## src/rtl/core/ssd_pkg.sv

```systemverilog
// Shared types and constants of the subsequence seed dynamic-program core.
package ssd_pkg;

  localparam int MAX_SUBSEQ_DEF = 16;
  localparam int ANGLES_DEF     = 8;

  localparam int SUM_W   = 38;
  localparam int SEQ_W   = 32;
  localparam int WGT_W   = 31;
  localparam int POS_W   = 4;
  localparam int LET_W   = 2;
  localparam int FANG_W  = 3;
  localparam int KLEN_W  = 7;
  localparam int SLEN_W  = 5;
  localparam int CIDX_W  = 2;
  localparam int IN_DW   = 48;
  localparam int OUT_DW  = 40;

  localparam logic [KLEN_W-1:0] KMER_LEN_RST   = 7'd24;
  localparam logic [SLEN_W-1:0] SUBSEQ_LEN_RST = 5'd16;

  // Input command codes carried in in_tuser
  typedef enum logic [1:0] {
    CMD_WEIGHT = 2'd0,
    CMD_ROT    = 2'd1,
    CMD_PUSH   = 2'd2,
    CMD_NONE   = 2'd3
  } cmd_t;

  // Configuration register indexes
  typedef enum logic [CIDX_W-1:0] {
    CFG_KMER_LEN   = 2'd0,
    CFG_SUBSEQ_LEN = 2'd1
  } cfg_idx_t;

  // Operation kinds passed from front to back
  typedef enum logic [1:0] {
    OP_WEIGHT = 2'd0,
    OP_ROT    = 2'd1,
    OP_PUSH   = 2'd2
  } op_kind_t;

  // Decoded operation; sign is {negate_prior, subtract_weight}
  typedef struct packed {
    op_kind_t            kind;
    logic [POS_W-1:0]    pos;
    logic [LET_W-1:0]    letter;
    logic [FANG_W-1:0]   angle;
    logic [WGT_W-1:0]    weight;
    logic [1:0]          sign;
    logic [FANG_W-1:0]   rot;
  } op_t;

  // One cell of the dynamic-program row (sums are two's complement)
  typedef struct packed {
    logic              reach;
    logic [SUM_W-1:0]  min_sum;
    logic [SUM_W-1:0]  max_sum;
    logic [SEQ_W-1:0]  min_seq;
    logic [SEQ_W-1:0]  max_seq;
  } cell_t;

  // Append one base to a packed subsequence
  function automatic logic [SEQ_W-1:0] seq_append(input logic [SEQ_W-1:0] seq,
                                                  input logic [LET_W-1:0] ltr);
    return {seq[SEQ_W-LET_W-1:0], ltr};
  endfunction

endpackage

```

## src/rtl/core/ssd_front.sv

```systemverilog
// Front end: accepts input transactions, filters and decodes them, small op queue.
module ssd_front #(
  parameter int MAX_SUBSEQ = ssd_pkg::MAX_SUBSEQ_DEF,
  parameter int ANGLES     = ssd_pkg::ANGLES_DEF
) (
  input  logic                      clk,
  input  logic                      rst_n,
  input  logic                      in_tvalid,
  output logic                      in_tready,
  input  logic [ssd_pkg::IN_DW-1:0] in_tdata,
  input  logic [1:0]                in_tuser,
  output ssd_pkg::op_t              q_op,
  output logic                      q_valid,
  input  logic                      q_pop
);

  localparam int QD = 2;

  ssd_pkg::cmd_t   cmd;
  ssd_pkg::op_t    dec_op;
  logic            keep;
  logic            push;
  ssd_pkg::op_t    q_mem_r [QD];
  logic            wr_ptr_r, rd_ptr_r;
  logic [1:0]      cnt_r;

  // Rotation reduced modulo ANGLES by repeated compare and subtract
  function automatic logic [ssd_pkg::FANG_W-1:0] rot_mod(
      input logic [ssd_pkg::FANG_W-1:0] r);
    logic [ssd_pkg::FANG_W-1:0] v;
    v = r;
    for (int n = 0; n < 8; n++) begin
      if (32'(v) >= ANGLES) v = v - ssd_pkg::FANG_W'(ANGLES);
    end
    return v;
  endfunction

  // Decode and range check
  always_comb begin
    cmd           = ssd_pkg::cmd_t'(in_tuser);
    dec_op.pos    = in_tdata[3:0];
    dec_op.letter = in_tdata[5:4];
    dec_op.angle  = in_tdata[8:6];
    dec_op.weight = in_tdata[39:9];
    dec_op.sign   = {in_tdata[40], in_tdata[41]};
    dec_op.rot    = rot_mod(in_tdata[44:42]);
    dec_op.kind   = ssd_pkg::OP_PUSH;
    keep          = 1'b0;
    unique case (cmd)
      ssd_pkg::CMD_WEIGHT: begin
        dec_op.kind = ssd_pkg::OP_WEIGHT;
        keep = (32'(dec_op.pos) < MAX_SUBSEQ) && (32'(dec_op.angle) < ANGLES);
      end
      ssd_pkg::CMD_ROT: begin
        dec_op.kind = ssd_pkg::OP_ROT;
        keep = 32'(dec_op.pos) < MAX_SUBSEQ;
      end
      ssd_pkg::CMD_PUSH: begin
        dec_op.kind = ssd_pkg::OP_PUSH;
        keep = 1'b1;
      end
      default: keep = 1'b0;
    endcase
  end

  assign in_tready = (cnt_r != 2'(QD));
  assign push      = in_tvalid && in_tready && keep;
  assign q_valid   = (cnt_r != 2'd0);
  assign q_op      = q_mem_r[rd_ptr_r];

  // Queue pointers
  always_ff @(posedge clk) begin
    if (!rst_n) begin
      wr_ptr_r <= 1'b0;
      rd_ptr_r <= 1'b0;
      cnt_r    <= 2'd0;
    end else begin
      if (push) wr_ptr_r <= ~wr_ptr_r;
      if (q_pop) rd_ptr_r <= ~rd_ptr_r;
      cnt_r <= cnt_r + 2'(push) - 2'(q_pop);
    end
  end

  // Queue storage
  always_ff @(posedge clk) begin
    if (push) q_mem_r[wr_ptr_r] <= dec_op;
  end

endmodule

```

## config.mk

```make
export PLATFORM = sky130hd
export DESIGN_NAME = ssd_front
export DESIGN_NICKNAME = d
export VERILOG_FILES = /design/src/rtl/core/ssd_pkg.sv /design/src/rtl/core/ssd_front.sv
export SDC_FILE = /design/constraint.sdc
export NUM_CORES = 1
export LEC_CHECK = 0
export BUFFER_PORTS_ARGS = -buffer_cell sky130_fd_sc_hd__buf_4
export CAP_MARGIN = 20
export CORE_MARGIN = 2
export CORE_UTILIZATION = 55
export CTS_CLUSTER_DIAMETER = 80
export DETAILED_ROUTE_END_ITERATION = 8
export GPL_TIMING_DRIVEN = 1
export PLACE_DENSITY = 0.82
export SLEW_MARGIN = 20
export SYNTH_ARGS = -nofsm -noshare
export SYNTH_HDL_FRONTEND = slang
export SYNTH_SLANG_ARGS = --single-unit
```

## constraint.sdc

```tcl
create_clock -name clk -period 8.9 [get_ports clk]
set_input_delay 0.89 -clock clk [delete_from_list [all_inputs] [get_ports clk]]
set_output_delay 0.89 -clock clk [all_outputs]
set_load 0.03 [all_outputs]
```

After elaboration in Yosys (flattened, before gate mapping)
Memories as Yosys holds them, arrays and structs flattened. A register that Yosys moved wholly into a read port is not among the register bits.
Cells that the tools add are included.

word-level totals
  bits in latches = 0
  output and inout bits = 49
  input port bits = 54
  flip-flop bits (word level) = 4
  logic and storage cells = 22
  memories = 1
  memory bits (writable) = 94
  memory bits (read-only) = 0

memories
  name     words  bits a word  read ports  clocked after memory_dff  wr ports  line             source
  q_mem_r  2      47           1           1                         1         ssd_front.sv:23  ssd_pkg::op_t q_mem_r [QD];

cells by class
  reduce and logical (&&, ||, !) cells = 5
  eq/ne operators = 3
  magnitude comparators = 0
  add/sub/neg operators = 2
  shift-type cells = 0
  multipliers = 0
  mux-type cells = 6
  div/mod/pow operators = 0
  bitwise logic cells = 2

operator list
  operator                                                                number
  1-bit two-way mux                                                       5
  2-bit case mux with 2 select lines                                      1
  3-bit OR reduction                                                      1
  2-bit by 1-bit adder with 2-bit output                                  1
  2-bit by 1-bit equality test with 1-bit output (second input constant)  1
  2-bit equality test (second input constant)                             1
  1-bit logical AND                                                       2
  2-bit logical NOT                                                       1
  2-bit != test (second input constant)                                   1
  1-bit NOT                                                               2
  2-bit nonzero test                                                      1
  2-bit by 1-bit subtractor with 2-bit output                             1

Logic depth before layout (Yosys ltp)
Gate-level depths: netlist of run 1.

  word-level depth = 6
  depth in mapped cells = 5
  mapped depth without buffers = 5

Worst setup path before layout of run 1
OpenSTA, ideal clock, no wires.

  path type = input -> register
  start point = input in_tvalid
  end point = memory q_mem_r[1][0] in the netlist's numbering (enable)
  required time = 8.381 ns
  path buffers = 0
  library setup time = 0.519 ns
  data arrival time = 4.609 ns
  cell stages on the path = 2
  slack = 3.772 ns
  path through = a21bo_2 -> nor3b_1

between the ends
  word-level cells in the longest chain between the ends = 4

RTL lines
  what                                     line             source
  from (decl)                              ssd_front.sv:8   input logic in_tvalid,
  1-bit logical AND (2 in series)          ssd_front.sv:67  assign push = in_tvalid && in_tready && keep;
  1-bit two-way mux                        ssd_front.sv:86  if (push) q_mem_r[wr_ptr_r] <= dec_op;
  1-bit two-way mux (not written as such)  ssd_front.sv:86
  to (decl)                                ssd_front.sv:23

Every way passes these cells.

==> impl_metrics.csv, run 1 <==
group,metric,value,unit
floorplan,dieArea,7300,um2
route,dr.pass1.iters,4,
flow_run,cap_violations,0,
cells_and_area,nFillCells,384,
logic_synthesis,synth-seq-area-share,80.1,%
clocking,cts_buffers,9,
sta,fin_tns_setup,0,ps
clocking,clk_pin_slew_worst_paths,80,ps
place,gp_congestion,0.680,
clocking,cts_root_buf,"clkbuf_8",
power,ir_drop,0.168,mV
route,wl_per_cell,16.6,um
floorplan,die_y,85.5,um
grt,grt_pass1_wl,9690,um
cells_and_area,regArea,2930,um2
route,postRouteAntennaNets,0,
clocking,post-cts-setup-buffers,0,
setup_path,timing.rr.end,"q_mem_r[1][14]$_DFFE_PP_",
sta,finalSetupViolCount,0,
power,p_total,1.09,mW
cells_and_area,multi_input_area,678,um2
floorplan,core_area,6390,um2
logic_synthesis,synthAdderAreaFrac,0.343,%
logic_synthesis,syn-mean-instance-area,20.9,um2
floorplan,die_x,85.5,um
logic_synthesis,yosysUniqueCellTypes,20,
place,dp_hpwl,4070,um
grt,globalRouteOverflowTotal,0,
clocking,clock_sinks,99,
power,power_frac_comb,17.6,%
run_status,status,"completed",
grt,antenna_found_initial,0,
power,seq_power_share,51.9,%
grt,grt_pass1_vias,2047,
power,power.internal,819,uW
clocking,post_cts_resize_count,0,
route,drc,0,
place,portBuffers,99,
power,power_density,230,nW/um2
cells_and_area,fin_cells,364,
power,p_clk_share,30.5,%
route,wl_met3,540,um
logic_synthesis,synth-seq-cells,99,
sta,rsz0062_at_grt,"no",
floorplan,core.rowCount,29,
route,vias_per_cell,5.27,
setup_path,path_max_fanout,47,
route,wl_met2,3020,um
route,drt-met1-wl,2400,um
logic_synthesis,synth_area,3650,um2
sta,period_minus_slack,2590,ps
sta,max_freq,386,MHz
sta,fin_crit_sh,29.1,%
setup_path,cp.arrival,1700,ps
setup_path,end_kind,"primary output",
min_path,hold_path_class,"register to register",
setup_path,reg2regPathDepth,3,
clocking,postCtsHoldBufs,0,
sta,tightestPinTransition,618,ps
logic_synthesis,netlist_instances,175,
logic_synthesis,yosys.area_share.simple,1.85,%
power,p_sw,266,uW
route,highest_layer,"met4",
setup_path,worst_setup_path_start_kind,"register",
logic_synthesis,synth_top_family_by_area,"multiplexers",
floorplan,ios,103,
grt,grtUsageTotal,17.6,%
setup_path,crit_required,8010,ps
route,wl,6040,um
min_path,hold_depth,2,
sta,finClkSkew,9.95,ps
setup_path,setup.worst_path.class,"register to primary output",
place,place_inst,348,
cells_and_area,diodes,0,
cells_and_area,final_area,4730,um2
clocking,cts_buffer_depth,2,
cells_and_area,drive_above_1_share,59.6,%
grt,grt_max_degree,48,
place,placed_cell_area,4480,um2
logic_synthesis,synth.net_count,230,
cells_and_area,area_growth_syn_to_layout,29.5,%
floorplan,start_util,57.2,%
min_path,hold_start,"rd_ptr_r$_SDFFE_PN0P_",
route,vias,1917,
sta,hold_violations,0,
cells_and_area,nets,337,
clocking,htreeDepth,3,
sta,maxSlewViolCount,0,
setup_path,r2r_start,"cnt_r[1]$_SDFF_PN0_",
setup_path,reg2reg_slack,7490,ps
logic_synthesis,synth_xor_area_share,0.480,%
power,p_leak,1.76,nW
route,drt-initial-drc-count,116,
logic_synthesis,synth_compound_area_share,1.13,%
power,swShare,24.5,%
clocking,cts_tree,"built",
logic_synthesis,ys_warn_count,0,
sta,slew_headroom,58.8,%
logic_synthesis,synth.mux.area_fraction,14.5,%
clocking,clk_latency,350,ps
[flip-flops by register name, indices dropped and copies added (netlist names), named ones only]
register / cells
q_mem_r: 94
cnt_r: 2
rd_ptr_r: 1
wr_ptr_r: 1
[per-stage QoR]
stage	setup slack (ps)	util [%]	hold WS [ps]
after detailed placement	6300	70.2	520
after CTS	5910	74.0	549
final	6310	74.0	548
after global placement	6300	70.2	498
after global routing	6200	74.0	584
after floorplan	3770	-	480
[Yosys cell counts]
cell type,n,share of area (%)
edfxtp_1,94,77
mux2_2,47,15
dfxtp_1,5,2.7
nor3_1,4,0.55
buf_4,3,0.62
inv_1,3,0.31
o21a_1,3,0.62
buf_2,2,0.27
nor2_1,2,0.21
xnor2_1,2,0.48
a21bo_2,1,0.27
buf_6,1,0.31
clkbuf_1,1,0.10
ha_1,1,0.34
nor2b_1,1,0.17
nor2b_4,1,0.38
nor3b_1,1,0.21
nor4_1,1,0.17
o31a_1,1,0.24
or2_2,1,0.17
[how the worst max path moves through the flow]
stage | to | slack [ps]
after floorplan | q_mem_r[1][0]$_DFFE_PP_ | 3770
after global placement | q_op[41] | 6300
after detailed placement | q_op[46] | 6300
after CTS | q_op[46] | 5910
after global routing | q_op[46] | 6200
final | q_op[39] | 6310
[logic make-up after synthesis]
kind of cell	Yosys count
buf+inv	10
fa+ha+maj	1
simple gates	11
compound gates	5
xor+xnor	2
flops	99
mux	47
[worst max-delay path, cell delays in order, from the launching register on]
cell and delay (ps):
dfxtp_4 750, mux2_2 410, buf_4 170
[placed cells by master (no fill, tap or decap), types with 2 or more instances in the layout]
cell type    n
edfxtp_1    94
buf_4      103
dfxtp_1      4
nor2_1       2
mux2_2      47
xnor2_1      2
clkbuf_8     9
bufinv_16    3
inv_1        3
nor3_1       3
o21a_1       3
[routing by layer]
layer / track usage (%) / up-vias
li1: - / 894
met1: 20.9 / 944
met2: 29.3 / 72
met3: 6.52 / 7
met4: 6.93 / 0
met5: 0 / -
[power groups by stage]
stage / Sequential [mW] / Combinational, mW / Clock [mW]
5_1_grt: 0.568 / 0.202 / 0.357
4_1_cts: 0.564 / 0.193 / 0.338
2_1_floorplan: 0.567 / 0.127 / 0
3_5_place_dp: 0.575 / 0.192 / 0
3_3_place_gp: 0.573 / 0.189 / 0
6_report: 0.563 / 0.190 / 0.331
[cell type report]
class	instances	share of cell area, %
Inverter	3	0.238
Timing Repair Buffer	103	16.4
Multi-Input combinational cell	66	14.4
Sequential cell	99	61.9
Tap cell	77	2.04
Clock inverter	6	2.38
Clock buffer	10	2.70
(Power assumes the default switching activity.)
==> run 2: changes to the inputs <==
CORE_UTILIZATION = 51   (was 55)
PLACE_DENSITY = 0.76   (was 0.82)
clock period = 2.6 ns   (was 8.9 ns; I/O delays follow)
==> run 2 against run 1 <==
Worst hold slack worse by 470 ps. Design area is 0.64% higher. Sequential cell count stayed put. Core utilization is 4.8 points lower. Wire length is 2.6% higher. Global-route usage is 1.5 points lower. Worst setup slack worse by 5800 ps. Die area is 7.5% higher. Highest routed layer unchanged.
==> impl_metrics.csv, run 2 (same netlist as run 1, synthesis figures left out) <==
group,metric,value,unit
sta,finalWorstSetupSlack,520,ps
setup_path,cp.arrival,1820,ps
floorplan,die_y,88.6,um
sta,fin_tns_setup,0,ps
cells_and_area,area_growth_syn_to_layout,30.3,%
cells_and_area,final_cell_mix,"104 x buf_4, 94 x edfxtp_1, 47 x mux2_2",
cells_and_area,largest_reg_flops,94,
power,swShare,25.3,%
cells_and_area,top_regs,"q_mem_r x94, cnt_r x2",
clocking,post_cts_resize_count,0,
sta,slew_headroom,63.5,%
route,drt-initial-drc-count,68,
route,vias_per_cell,4.90,
route,wl,6190,um
min_path,hold_start,"in_tdata[14]",
grt,grtUsageTotal,16.1,%
clocking,cts_buffer_depth,2,
flow_run,cap_violations,0,
clocking,htreeDepth,3,
clocking,clk_pin_slew_worst_paths,90,ps
power,p_clk_share,28.4,%
power,p_sw,916,uW
place,portBuffers,99,
clocking,clk_latency,360,ps
floorplan,core.rowCount,30,
place,dp_hpwl,4160,um
sta,holdWs,79.6,ps
clocking,cts_tree,"built",
grt,grt_max_degree,37,
setup_path,worst_setup_path_start_kind,"register",
clocking,cts_buffers,9,
grt,grt_pass1_vias,1885,
sta,period_minus_slack,2080,ps
power,ir_drop,0.421,mV
sta,rsz0062_at_grt,"no",
cells_and_area,regMostFlops,"q_mem_r",
power,power_density,762,nW/um2
route,dr.pass1.iters,4,
route,wl_per_cell,16.1,um
power,seq_power_share,52.8,%
power,power.internal,2.71,mW
grt,antenna_found_initial,0,
min_path,hold_path_class,"primary input to register",
sta,finalSetupViolCount,0,
setup_path,r2r_start,"cnt_r[1]$_SDFF_PN0_",
cells_and_area,layout_commonest_cell,"buf_4",
cells_and_area,regArea,2920,um2
clocking,cts_root_buf,"clkbuf_8",
setup_path,path_max_fanout,22,
place,dp_slack,859,ps
sta,tightestPinTransition,547,ps
grt,globalRouteOverflowTotal,0,
route,drc,0,
place,placed_cell_area,4550,um2
floorplan,core_area,6870,um2
floorplan,ios,103,
clocking,postCtsHoldBufs,0,
cells_and_area,final_area,4760,um2
setup_path,setup.worst_path.class,"register to primary output",
cells_and_area,fin_cells,385,
run_status,status,"completed",
power,power_frac_comb,18.8,%
cells_and_area,multi_input_area,691,um2
place,gp_congestion,0.756,
route,postRouteAntennaNets,0,
grt,grt_pass1_wl,9070,um
setup_path,crit_required,2340,ps
sta,finClkSkew,8.57,ps
sta,max_freq,481,MHz
cells_and_area,nFillCells,511,
cells_and_area,fin_util,69.2,%
clocking,clock_sinks,99,
floorplan,die_x,88.6,um
setup_path,end_kind,"primary output",
cells_and_area,diodes,0,
sta,maxSlewViolCount,0,
cells_and_area,nets,339,
cells_and_area,drive_above_1_share,59.5,%
floorplan,start_util,53.1,%
place,place_inst,369,
clocking,post-cts-setup-buffers,0,
power,p_leak,1.76,nW
route,vias,1886,
sta,fin_crit_sh,80.0,%
power,p_total,3.63,mW
sta,hold_violations,0,
floorplan,dieArea,7850,um2
## run 2: final timing paths
path                         endpoint  slack (ps)  depth (start not counted)
max                           q_op[6]         520                          3
min          q_mem_r[0][10]$_DFFE_PP_          80                          1
max reg2reg   q_mem_r[0][3]$_DFFE_PP_        1090                          3
min reg2reg                  register         560                          2
## run 2: cell type report
type	instances	share of cell area, %
Tap cell	96	2.53
Clock buffer	11	2.76
Sequential cell	99	61.5
Timing Repair Buffer	105	16.8
Clock inverter	5	1.63
Inverter	3	0.237
Multi-Input combinational cell	66	14.5
## run 2: critical path, stage by stage (launching register included)
cell and delay, ps:
dfxtp_2 680, buf_12 240, mux2_2 360, buf_4 170
## run 2: routing by layer
| metal | vias up | part of all wire (%) | wire (um) | GRT usage [%] |
|---|---|---|---|---|
| li1 | 896 | - | - | - |
| met1 | 932 | 38 | 2340 | 17.8 |
| met2 | 48 | 56 | 3460 | 28.6 |
| met3 | 10 | 5.0 | 309 | 4.94 |
| met4 | 0 | 1.4 | 86 | 7.44 |
| met5 | - | 0 | 0 | 0 |
## run 2: power groups by stage
| stage | clock network (mW) | logic, mW | registers [mW] |
|---|---|---|---|
| floorplan | 0 | 0.443 | 1.93 |
| global placement | 0 | 0.679 | 1.95 |
| detailed placement | 0 | 0.686 | 1.96 |
| CTS | 1.06 | 0.690 | 1.92 |
| global route | 1.11 | 0.720 | 1.93 |
| finish | 1.03 | 0.681 | 1.92 |
==> run 3: changes to the inputs <==
CORE_UTILIZATION = 46   (was 51)
PLACE_DENSITY = 0.73   (was 0.76)
clock period = 1.9 ns   (was 2.6 ns; I/O delays follow)
==> run 3 against run 2 <==
Power is 29% higher. Combinational power grew 42%. Worst setup slack got worse by 330 ps. Core utilization is 6.9 points lower. Clock skew rose by 1.4 ps. Non-clock buffer count grew 3. Clock power grew 9%. Via count rose by 0.53%. Sequential power grew 36%. Worst hold slack got worse by 57 ps.
==> impl_metrics.csv, run 3 (same netlist as run 1, synthesis figures left out) <==
group,metric,value,unit
run_status,status,"completed",
cells_and_area,diodes,0,
place,portBuffers,99,
power,p_sw,1.24,mW
setup_path,crit_required,1710,ps
sta,tightestPinTransition,276,ps
route,postRouteAntennaNets,0,
route,wl_per_cell,15.3,um
power,power_frac_comb,20.6,%
floorplan,start_util,47.5,%
setup_path,timing.rr.end,"q_mem_r[0][39]$_DFFE_PP_",
sta,max_freq,586,MHz
setup_path,reg2reg_slack,560,ps
cells_and_area,top_regs,"q_mem_r x94, cnt_r x2",
floorplan,die_x,93.1,um
cells_and_area,fin_cells,394,
setup_path,setup.worst_path.class,"register to primary output",
grt,grt_pass1_wl,9110,um
power,swShare,26.5,%
clocking,cts_buffers,9,
setup_path,critPathSlowestCell,"mux2_2",
sta,slew_headroom,81.6,%
route,wl,6030,um
route,drt-initial-drc-count,49,
sta,maxSlewViolCount,0,
power,seq_power_share,55.5,%
cells_and_area,regMostFlops,"q_mem_r",
min_path,hold_start,"in_tdata[25]",
cells_and_area,final_cell_mix,"99 x buf_4, 94 x edfxtp_1, 47 x mux2_2",
setup_path,worst_setup_path_start_kind,"register",
clocking,post_cts_resize_count,0,
sta,rsz0062_at_grt,"no",
route,dr.pass1.iters,4,
clocking,cts_tree,"built",
sta,finalSetupViolCount,0,
cells_and_area,largest_reg_flops,94,
setup_path,reg2regPathDepth,3,
floorplan,die_y,93.1,um
grt,grt_max_degree,49,
setup_path,end_kind,"primary output",
floorplan,dieArea,8660,um2
route,drc,0,
power,p_total,4.69,mW
route,vias,1896,
setup_path,r2r_start,"cnt_r[1]$_SDFF_PN0_",
floorplan,core_area,7690,um2
power,power.internal,3.45,mW
clocking,htreeDepth,3,
clocking,clock_sinks,99,
cells_and_area,nets,342,
grt,grtUsageTotal,14.1,%
floorplan,core.rowCount,32,
setup_path,max_stage_delay,380,ps
clocking,clk_pin_slew_worst_paths,90,ps
clocking,cts_buffer_depth,2,
setup_path,path_max_fanout,47,
floorplan,ios,103,
grt,antenna_found_initial,0,
power,power_density,979,nW/um2
place,place_inst,373,
flow_run,cap_violations,0,
setup_path,crit_chain,"buf_12 -> mux2_2 -> buf_4",
cells_and_area,area_growth_syn_to_layout,31.2,%
power,p_leak,1.76,nW
route,vias_per_cell,4.81,
sta,finClkSkew,9.93,ps
cells_and_area,drive_above_1_share,58.2,%
cells_and_area,layout_commonest_cell,"buf_4",
setup_path,critPathTopFamily,"buffers and inverters",
cells_and_area,nFillCells,612,
power,ir_drop,0.510,mV
sta,period_minus_slack,1710,ps
clocking,post-cts-setup-buffers,0,
place,gp_congestion,0.652,
sta,fin_crit_sh,89.9,%
min_path,min_to,"q_mem_r[0][21]$_DFFE_PP_",
setup_path,cp.arrival,1520,ps
min_path,hold_depth,1,
setup_path,path_buf_inv,2,
grt,grt_pass1_vias,1980,
sta,hold_violations,0,
power,p_clk_share,23.9,%
clocking,clk_latency,340,ps
clocking,cts_root_buf,"clkbuf_8",
place,dp_hpwl,3800,um
min_path,hold_path_class,"primary input to register",
grt,globalRouteOverflowTotal,0,
run 3: area by class of cell:
type | count | area, um2 | area share (%)
flip-flops and latches | 99 | 2930 | 61.1
repair buffers | 108 | 873 | 18.2
multi-input cells | 66 | 691 | 14.4
clock buffers | 10 | 128 | 2.67
well taps | 102 | 128 | 2.67
clock inverters | 6 | 32.5 | 0.679
inverters | 3 | 11.3 | 0.235
run 3: worst max path at each step:
stage	to	slack, ps	cells after the start
after floorplan	q_mem_r[1][0]$_DFFE_PP_	-310	3
after global placement	q_mem_r[1][35]$_DFFE_PP_	450	4
after detailed placement	q_mem_r[1][28]$_DFFE_PP_	430	4
after CTS	q_op[18]	170	3
after global routing	q_op[16]	120	3
final	q_op[18]	190	3
run 3: metrics by stage:
stage / TNS, ps / utilization (%) / setup slack, ps / hold slack (ps) / area (um2)
final: 0 / 62.3 / 192 / 23.0 / 4790
after global routing: 0 / 62.3 / 125 / -0.439 / 4790
after CTS: 0 / 61.6 / 166 / 1.45 / 4740
after detailed placement: 0 / 59.6 / 432 / 378 / 4580
after global placement: 0 / 59.6 / 449 / 375 / 4580
after floorplan: -27920 / - / -315 / 289 / 3670
run 3: power by group through the flow:
stage | Combinational [mW] | Clock [mW] | Sequential, mW
after detailed placement | 0.967 | 0 | 2.66
after global routing | 1.02 | 1.25 | 2.62
after global placement | 0.956 | 0 | 2.65
after floorplan | 0.606 | 0 | 2.65
after CTS | 0.972 | 1.16 | 2.61
final | 0.965 | 1.12 | 2.61
run 3: layer usage:
metal | track usage (%) | part of all wire (%) | vias to the layer above
met5 | 0 | 0 | -
met3 | 4.75 | 6.9 | 7
met2 | 26.3 | 54 | 58
met1 | 14.3 | 38 | 930
met4 | 5.88 | 1.1 | 0
li1 | - | - | 901
run 3: what timing repair did:
| action | CTS | global route |
|---|---|---|
| endpoints found under the setup margin | 0 | 0 |
| hold endpoints to repair | 0 | 8 |
| hold buffers | 0 | 5 |
